## config.mk

```make
export PLATFORM = sky130hd
export DESIGN_NAME = one_wire_bus_master
export DESIGN_NICKNAME = d
export VERILOG_FILES = /design/src/hdl/ow_pkg.sv /design/src/hdl/one_wire_bus_master.sv
export SDC_FILE = /design/constraint.sdc
export NUM_CORES = 1
export LEC_CHECK = 0
export ABC_AREA = 1
export BUFFER_PORTS_ARGS = -buffer_cell sky130_fd_sc_hd__buf_2
export CORE_ASPECT_RATIO = 1.75
export CORE_MARGIN = 2
export CORE_UTILIZATION = 45
export DETAILED_ROUTE_END_ITERATION = 8
export PLACE_DENSITY = 0.64
export SYNTH_ARGS = -nofsm -noshare
export SYNTH_HDL_FRONTEND = slang
export SYNTH_SLANG_ARGS = --single-unit
```

## constraint.sdc

```tcl
create_clock -name clk -period 5 [get_ports clk]
set_input_delay 0.75 -clock clk [delete_from_list [all_inputs] [get_ports clk]]
set_output_delay 0.75 -clock clk [all_outputs]
set_load 0.02 [all_outputs]
```

## src/hdl/ow_pkg.sv

```systemverilog
// Package for the single-wire bus master: sequence phases and bus timing constants.
// No dependencies; imported by one_wire_bus_master and by the testbench tb.
package ow_pkg;

    typedef enum logic [2:0] {
        PH_IDLE     = 3'd0,
        PH_RST_LOW  = 3'd1,
        PH_RST_WAIT = 3'd2,
        PH_RST_REC  = 3'd3,
        PH_WRITE    = 3'd4,
        PH_READ     = 3'd5
    } phase_t;

    typedef enum logic [1:0] {
        OP_TICK  = 2'd0,
        OP_RESET = 2'd1,
        OP_WRITE = 2'd2,
        OP_READ  = 2'd3
    } opcode_t;

    localparam int TICK_W = 10;

    localparam logic [TICK_W-1:0] RST_LOW_TICKS    = 10'd480;
    localparam logic [TICK_W-1:0] RST_SAMPLE_TICKS = 10'd70;
    localparam logic [TICK_W-1:0] RST_REC_TICKS    = 10'd410;
    localparam logic [TICK_W-1:0] SLOT_START_TICKS = 10'd2;
    localparam logic [TICK_W-1:0] WR_LOW_END_TICKS = 10'd62;  // start ticks plus 60 hold
    localparam logic [TICK_W-1:0] WR_SLOT_TICKS    = 10'd64;
    localparam logic [TICK_W-1:0] RD_SAMPLE_TICK   = 10'd12;  // 10 ticks after release
    localparam logic [TICK_W-1:0] RD_SLOT_TICKS    = 10'd62;

endpackage

```

## src/hdl/one_wire_bus_master.sv

```systemverilog
// Single-wire bus master: reset, write byte and read byte sequences on one open-drain line.
// Depends on ow_pkg (phase and opcode types, timing constants).
//
// Usage: every input transaction on s_axis is either a start command (reset, write byte,
// read byte) or a tick that stands for one microsecond of bus time and carries the level
// of the line sampled during that tick. Each input transaction produces exactly one result
// transaction on m_axis, giving the line drive for the coming tick, busy, done, presence,
// the shift byte and a rejected flag for a start that arrived while a sequence ran.
// Latency: the result of an item is presented on m_axis the cycle after it is accepted.
// Throughput: one item per cycle while m_axis_tready is high; the sequencer state and the result register both update
// in the accept cycle, so a tick stream at the full clock rate is taken without gaps unless the sink stalls.
// The result register doubles as the skid stage: s_axis_tready stays high while the held
// result is being taken, and drops only while a result waits and m_axis_tready is low;
// no item is lost or dropped during a stall.
// Reset (rst_n low, asynchronous): phase idle, counters, shift byte and presence cleared,
// no result pending.
module one_wire_bus_master
    import ow_pkg::*;
(
    input  logic        clk,
    input  logic        rst_n,
    input  logic        s_axis_tvalid,
    output logic        s_axis_tready,
    input  logic [15:0] s_axis_tdata,   // [7:0] write_data, [8] line_level, [15:9] zero
    input  logic [1:0]  s_axis_tuser,   // [1:0] opcode
    output logic        m_axis_tvalid,
    input  logic        m_axis_tready,
    output logic [15:0] m_axis_tdata    // [0] drive_low, [1] busy_res, [2] done_res,
                                        // [3] presence, [11:4] read_data, [12] rejected,
                                        // [15:13] zero
);

    phase_t             phase_reg, phase_next;
    logic [TICK_W-1:0]  slot_ticks_reg, slot_ticks_next;
    logic [2:0]         bit_index_reg, bit_index_next;
    logic [7:0]         shift_byte_reg, shift_byte_next;
    logic               presence_reg, presence_next;
    logic               out_valid_reg, out_valid_next;
    logic [15:0]        out_data_reg, out_data_next;

    logic               accept;
    opcode_t            opcode;
    logic [7:0]         write_data;
    logic               line_level;
    logic [TICK_W-1:0]  slot_inc;
    logic               done;
    logic               rejected;
    logic               drive_low;

    assign opcode     = opcode_t'(s_axis_tuser);
    assign write_data = s_axis_tdata[7:0];
    assign line_level = s_axis_tdata[8];
    assign slot_inc   = slot_ticks_reg + 1'b1;

    assign s_axis_tready = !out_valid_reg || m_axis_tready;
    assign accept        = s_axis_tvalid && s_axis_tready;

    // next state of the sequencer for the item at the input
    always_comb
    begin
        phase_next      = phase_reg;
        slot_ticks_next = slot_ticks_reg;
        bit_index_next  = bit_index_reg;
        shift_byte_next = shift_byte_reg;
        presence_next   = presence_reg;
        done            = 1'b0;
        rejected        = 1'b0;
        if (opcode == OP_TICK)
        begin
            if (phase_reg != PH_IDLE)
            begin
                slot_ticks_next = slot_inc;
            end
            case (phase_reg)
                PH_IDLE:
                begin
                end
                PH_RST_LOW:
                begin
                    if (slot_inc >= RST_LOW_TICKS)
                    begin
                        phase_next      = PH_RST_WAIT;
                        slot_ticks_next = '0;
                    end
                end
                PH_RST_WAIT:
                begin
                    if (slot_inc >= RST_SAMPLE_TICKS)
                    begin
                        presence_next   = !line_level;
                        phase_next      = PH_RST_REC;
                        slot_ticks_next = '0;
                    end
                end
                PH_RST_REC:
                begin
                    if (slot_inc >= RST_REC_TICKS)
                    begin
                        phase_next      = PH_IDLE;
                        slot_ticks_next = '0;
                        done            = 1'b1;
                    end
                end
                PH_WRITE, PH_READ:
                begin
                    if (phase_reg == PH_READ && slot_inc == RD_SAMPLE_TICK)
                    begin
                        shift_byte_next = {line_level, shift_byte_reg[7:1]};
                    end
                    if (slot_inc >= ((phase_reg == PH_WRITE) ? WR_SLOT_TICKS : RD_SLOT_TICKS))
                    begin
                        slot_ticks_next = '0;
                        bit_index_next  = bit_index_reg + 1'b1;
                        if (bit_index_reg == 3'd7)
                        begin
                            phase_next = PH_IDLE;
                            done       = 1'b1;
                        end
                    end
                end
                default:
                begin
                    phase_next      = PH_IDLE;
                    slot_ticks_next = '0;
                end
            endcase
        end
        else if (phase_reg != PH_IDLE)
        begin
            rejected = 1'b1;
        end
        else
        begin
            slot_ticks_next = '0;
            bit_index_next  = '0;
            case (opcode)
                OP_RESET:
                begin
                    phase_next    = PH_RST_LOW;
                    presence_next = 1'b0;
                end
                OP_WRITE:
                begin
                    phase_next      = PH_WRITE;
                    shift_byte_next = write_data;
                end
                default:
                begin
                    phase_next      = PH_READ;
                    shift_byte_next = '0;
                end
            endcase
        end
    end

    // line drive for the coming tick, from the updated state
    always_comb
    begin
        drive_low = 1'b0;
        case (phase_next)
            PH_RST_LOW:
            begin
                drive_low = 1'b1;
            end
            PH_WRITE:
            begin
                if (slot_ticks_next < SLOT_START_TICKS)
                begin
                    drive_low = 1'b1;
                end
                else if (slot_ticks_next < WR_LOW_END_TICKS
                         && !shift_byte_next[bit_index_next])
                begin
                    drive_low = 1'b1;
                end
            end
            PH_READ:
            begin
                drive_low = (slot_ticks_next < SLOT_START_TICKS);
            end
            default:
            begin
                drive_low = 1'b0;
            end
        endcase
    end

    always_comb
    begin
        out_valid_next = out_valid_reg && !m_axis_tready;
        out_data_next  = out_data_reg;
        if (accept)
        begin
            out_valid_next = 1'b1;
            out_data_next  = {3'b000, rejected, shift_byte_next, presence_next, done,
                              (phase_next != PH_IDLE), drive_low};
        end
    end

    always_ff @(posedge clk or negedge rst_n)
    begin
        if (!rst_n)
        begin
            phase_reg      <= PH_IDLE;
            slot_ticks_reg <= '0;
            bit_index_reg  <= '0;
            shift_byte_reg <= '0;
            presence_reg   <= 1'b0;
            out_valid_reg  <= 1'b0;
        end
        else
        begin
            out_valid_reg <= out_valid_next;
            if (accept)
            begin
                phase_reg      <= phase_next;
                slot_ticks_reg <= slot_ticks_next;
                bit_index_reg  <= bit_index_next;
                shift_byte_reg <= shift_byte_next;
                presence_reg   <= presence_next;
            end
        end
    end

    always_ff @(posedge clk)
    begin
        out_data_reg <= out_data_next;
    end

    assign m_axis_tvalid = out_valid_reg;
    assign m_axis_tdata  = out_data_reg;

endmodule

```

Yosys cells after proc, flatten, opt, wreduce, memory -nomap -nowiden
Index checks and enable logic that the tools add are counted.
- word-level logic and storage cells: 87
- register bits: 39
- input port bits: 22
- output and inout bits: 18
- $add $sub $neg: 2
- mux-type cells: 43
- reductions and logical operators: 14
- equal/unequal tests: 12
- $lt $le $gt $ge: 7
- operators by type and width (kind ; count):
    10-bit 2-to-1 mux ; 7
    10-bit one-hot mux with 5 select lines ; 1
    3-bit 2-to-1 mux ; 11
    8-bit 2-to-1 mux ; 4
    10-bit by 9-bit >= comparator with 1-bit output, second input constant ; 2
    8-bit one-hot mux with 2 select lines ; 1
    3-bit == test, second input constant ; 5
    3-bit one-hot mux with 5 select lines ; 1
    1-bit 2-to-1 mux ; 13
    10-bit by 1-bit adder with 10-bit output, second input constant ; 1
    10-bit by 4-bit == test with 1-bit output, second input constant ; 1
    10-bit by 7-bit >= comparator with 1-bit output ; 1
    10-bit by 7-bit >= comparator with 1-bit output, second input constant ; 1
    10-bit by 2-bit < comparator with 1-bit output, second input constant ; 1
    10-bit by 6-bit < comparator with 1-bit output, second input constant ; 1
    7-bit 2-to-1 mux ; 1
    3-bit by 1-bit == test with 1-bit output, second input constant ; 2
    3-bit by 2-bit == test with 1-bit output, second input constant ; 2
    3-bit one-hot mux with 2 select lines ; 1
    3-bit nonzero test ; 2
    1-bit logical AND ; 4
    1-bit zero test ; 4
    3-bit by 4-bit < comparator with 1-bit output, second input constant ; 1
    3-bit by 1-bit adder with 3-bit output, second input constant ; 1
    9 further kinds ; 9

Logic depth before layout (Yosys ltp)
- depth after elaboration: 13
- depth in mapped cells: 25
- gate-level depth less buffers: 25

Worst setup path before layout
Ideal clock, no wire load.
- kind: register to register
- from: register slot_ticks_reg[0]
- to: register out_data_reg[0], in the netlist m_axis_tdata[0] (data pin)
- cell stages (with the launch flop): 25
- slack: 2248 ps
- path buffers: 0
- period minus slack after synthesis: 2752 ps
- setup time: 252 ps
- data arrival time: 2500 ps
- data required time: 4748 ps
- cell sequence: dfrtp_1 -> ha_1 -> nand2_1 -> nor2_2 -> inv_1 -> nand2_1 -> inv_1 -> ha_1 -> nand2_1 -> a21oi_1 -> o211ai_1 -> nand3_1 -> nand2_1 -> nand2_2 -> nand2_1 -> nand2_2 -> nand2_2 -> nand2_1 -> nand2_1 -> nand2_1 -> nand3_2 -> nand3_1 -> nand2_1 -> nand2_1 -> nand2_1
- longest elaborated chain between the ends: 13
- ends and longest elaborated chain (element ; line ; RTL):
    start: declaration ; one_wire_bus_master.sv:34 ; logic [TICK_W-1:0] slot_ticks_reg, slot_ticks_next;
    start signal: assignment ; one_wire_bus_master.sv:217 ; slot_ticks_reg <= slot_ticks_next;
    parallel branches: the longest is 12 deep, another holds 10-bit by 1-bit adder with 10-bit output ; - ;
    1-bit one-hot mux with 3 select lines (*) ; one_wire_bus_master.sv:160 ; case (phase_next)
    named net drive_low ; one_wire_bus_master.sv:48 ; logic drive_low;
    end signal: assignment ; one_wire_bus_master.sv:227 ; out_data_reg <= out_data_next;
    end: declaration ; one_wire_bus_master.sv:39 ; logic [15:0] out_data_reg, out_data_next;
Mark *: on every way through the listed nets, which the timed path passes. The select of a mux whose other input is x is not followed.
A chain may end at the register's enable or synchronous reset.

Worst setup path in the final report
Ends and elaborated chain as after synthesis.

==> metrics.md <==
| Metric | Value |
|---|---|
| Status | completed |
| Flops & latches, synth | 39 |
| WS Path Type | flip-flop to flip-flop |
| Power density over cell area | 406 mW/mm² |
| CTS tree | built |
| Gr ovfl total | 0 |
| Remaining DRCs | 0 |
| Vias | 2835 |
| CP cell instances | ha_1, nand2_1, nor2_2, inv_1, nand2_1, inv_1, ha_1, nand2_1, a21oi_1, o211ai_1, nand3_1, nand2_1, nand2_2, nand3_2, nand2_2, nand2_1, nand2_1, nand2_1, nand2_1, nand2_1, nand3_1, nand2_1, nand2_1, nand2_1 |
| Antenna viol nets, final | 0 |
| Routed vias/inst | 5.27 |
| Total iterations of the first detailed-routing run | 4 |
| CP most frequent cell | nand2_1 |
| Initial antenna violation count | 0 |
| Main synth FF type | dfrtp_1 |
| Largest net degree at the start of global routing | 36 |
| Worst path required time | 5.04 ns |
| Hold buffer count at CTS | 0 |
| Antenna diode count | 0 |
| Clk pin slew, worst setup/hold paths | 0.06 ns |
| GP Congestion | 0.912 |
| Most frequent cells in the layout | nand2_1 (129), inv_1 (57), nand3_1 (35), buf_2 (29), o21ai_0 (27) |
| Crit-path leading delay family | simple AND/OR/NAND/NOR gates |
| Crit share post-route | 66.0% |
| Initial Utilization | 46.4% |
| Post_cts resized | 0 |
| FF+latch area | 0.00104 mm² |
| Commonest non-fill, non-tap cell in the layout | nand2_1 |
| Pleak | 1.67 nW |
| Final hold vios | 0 |
| Dpl hpwl | 6250 µm |
| Die area | 0.00739 mm² |
| # Max-Cap Violations | 0 |
| Row count | 39 |
| Share of layout cells above drive strength 1 | 19.1% |
| CTS Root Buffer Type | clkbuf_16 |
| Buffers on Ports | 29 |
| Slew margin rel. | 26.0% |
| Peak VDD IR | 259 µV |
| Number of synthesized flops with an enable pin | 13 |
| CTS Buf Count | 5 |
| Synth Instances | 431 |
| Clk_skew | 0.00523 ns |
| Crit path max fanout | 9 |
| Routed wire length | 7990 µm |
| Sequential area share after synthesis | 34.5% |
| Largest register FFs | 13 |
| Clock buffer depth | 2 |
| Chip Width | 65.9 µm |
| Total Power | 1.35 mW |
| Slowest CP cell | dfrtp_1 |
| Core Region | 0.00649 mm² |
| Clock Latency Late Sink | 0.29 ns |
| Mapped Area | 0.00301 mm² |
| Die Y | 112 µm |
| First-pass GRT wire length | 13000 µm |
| Synth unique cells | 38 |
| Number of buffers and inverters on the critical path | 2 |
| Measured slew at the worst slew-check pin | 1.11 ns |
| Multi-input gate area | 0.00165 mm² |
| Avg Cell Area, Syn | 6.99 µm² |
| I/O pin count | 40 |
| Asr flop ratio synth | 66.7% |
| Hold Crit Class | input port to asynchronous set/reset pin |
| Sink Count | 39 |
| Worst path max stage delay | 0.54 ns |
| Setup crit start kind | flip-flop |
| Area Growth Syn to Fin | 10.7% |
| Post-Route Setup TNS | 0 ns |
| YS warnings | 0 |
| Vias in the first global route | 2741 |
| # nets final | 490 |
| RSZ-0062 raised after global routing | false |
| Min Tclk post-route | 3.30 ns |
| Starting DRC count in detailed routing | 151 |
| GRT Total Usage | 23.2% |
| H-Tree Depth | 2 |
| Final max-slew violation count | 0 |
| WL per Instance | 14.8 µm |
| Post-CTS setup buffers | 0 |
| CP endpoint kind | flip-flop |
| Fmax | 0.303 GHz |
| Final setup viols | 0 |
| Filler cells | 652 |
| Critical Path AT | 3.34 ns |
==> routing by layer <==
metal | routed length [µm] | vias to the layer above | GRT usage, %
met4 | 281 | 0 | 10.7
met5 | 0 | - | 0
met3 | 213 | 22 | 2.40
met1 | 2890 | 1310 | 23.9
met2 | 4600 | 64 | 44.6
li1 | - | 1439 | -
==> final timing paths <==
kind	end	depth (start not counted)	startpoint	slack [ns]
worst max-delay path	m_axis_tdata[0]$_DFFE_PP_	24	slot_ticks_reg[0]$_DFFE_PN0P_	1.70
worst min-delay path	phase_reg[1]$_DFFE_PN0P_	1	rst_n	0.48
worst max register to register	m_axis_tdata[0]$_DFFE_PP_	24	slot_ticks_reg[0]$_DFFE_PN0P_	1.70
worst min register to register	m_axis_tvalid$_DFF_PN0_	2	m_axis_tvalid$_DFF_PN0_	0.52
max in group asynchronous	slot_ticks_reg[1]$_DFFE_PN0P_	1	rst_n	4.09
min in group clk	m_axis_tvalid$_DFF_PN0_	2	m_axis_tvalid$_DFF_PN0_	0.52
==> area by class of cell <==
class / count / share of cell area (%)
Clock buffer: 5 / 3.75
Clock inverter: 3 / 0.600
Inverter: 66 / 7.46
Multi-Input combinational cell: 313 / 49.3
Sequential cell: 39 / 31.2
Tap cell: 82 / 3.07
Timing Repair Buffer: 30 / 4.57
==> cell families after synthesis <==
logic type / share of synthesized area, %
and+or+nand+nor: 35.3
buffers and inverters: 11.1
AOI/OAI and AO/OA: 13.5
DFF: 34.5
adders and majority gates: 5.40
other: 0.124
==> synth_stat cells, types with 2 or more instances <==
cell type	count	area [µm²]
nor3_1	5	25.0
dfrtp_1	26	651
o21ai_1	2	10.0
nand4_1	6	37.5
nor2_1	21	78.8
buf_4	5	37.5
nand2_1	129	484
a21oi_1	5	25.0
edfxtp_1	13	390
o21ai_2	4	35.0
nand3b_1	2	15.0
o21ai_0	27	135
o22ai_1	11	68.8
nand3_2	3	30.0
inv_1	57	214
clkbuf_1	5	18.8
o211ai_2	2	25.0
buf_1	2	7.51
nor2_2	5	31.3
inv_2	7	26.3
buf_2	2	10.0
nor2_4	2	22.5
ha_1	13	163
a32oi_1	7	61.3
nand3_1	35	175
nand2_2	23	144
==> where the power goes <==
group | internal [mW] | switching (mW) | leakage [nW] | total, mW
registers | 0.406 | 0.0638 | 0.477 | 0.470
clock network | 0.184 | 0.134 | 0.0658 | 0.318
logic | 0.174 | 0.392 | 1.12 | 0.566
total | 0.765 | 0.590 | 1.67 | 1.35
==> metrics by stage <==
step           worst slack, ns  util (%)  std cells  instance area (µm²)  hold WS, ns
5_1_grt                   1.37      51.4        538                 3340        0.549
3_3_place_gp              1.79      49.2        530                 3190        0.484
2_1_floorplan             2.25         -        433                 3020        0.454
3_5_place_dp              1.74      49.2        530                 3190        0.503
4_1_cts                   1.73      51.4        538                 3340        0.517
6_report                  1.70      51.4        538                 3340        0.480
==> worst reg2reg max path: cells and delay by family (launching register included) <==
| family | cells | cell delay [ns] |
|---|---|---|
| adders and majority gates | 2 | 0.58 |
| buffers and inverters | 2 | 0.13 |
| AOI/OAI and AO/OA | 2 | 0.23 |
| and+or+nand+nor | 18 | 1.58 |
| DFF | 1 | 0.54 |
No activity file was read; power rests on OpenSTA's default activity.
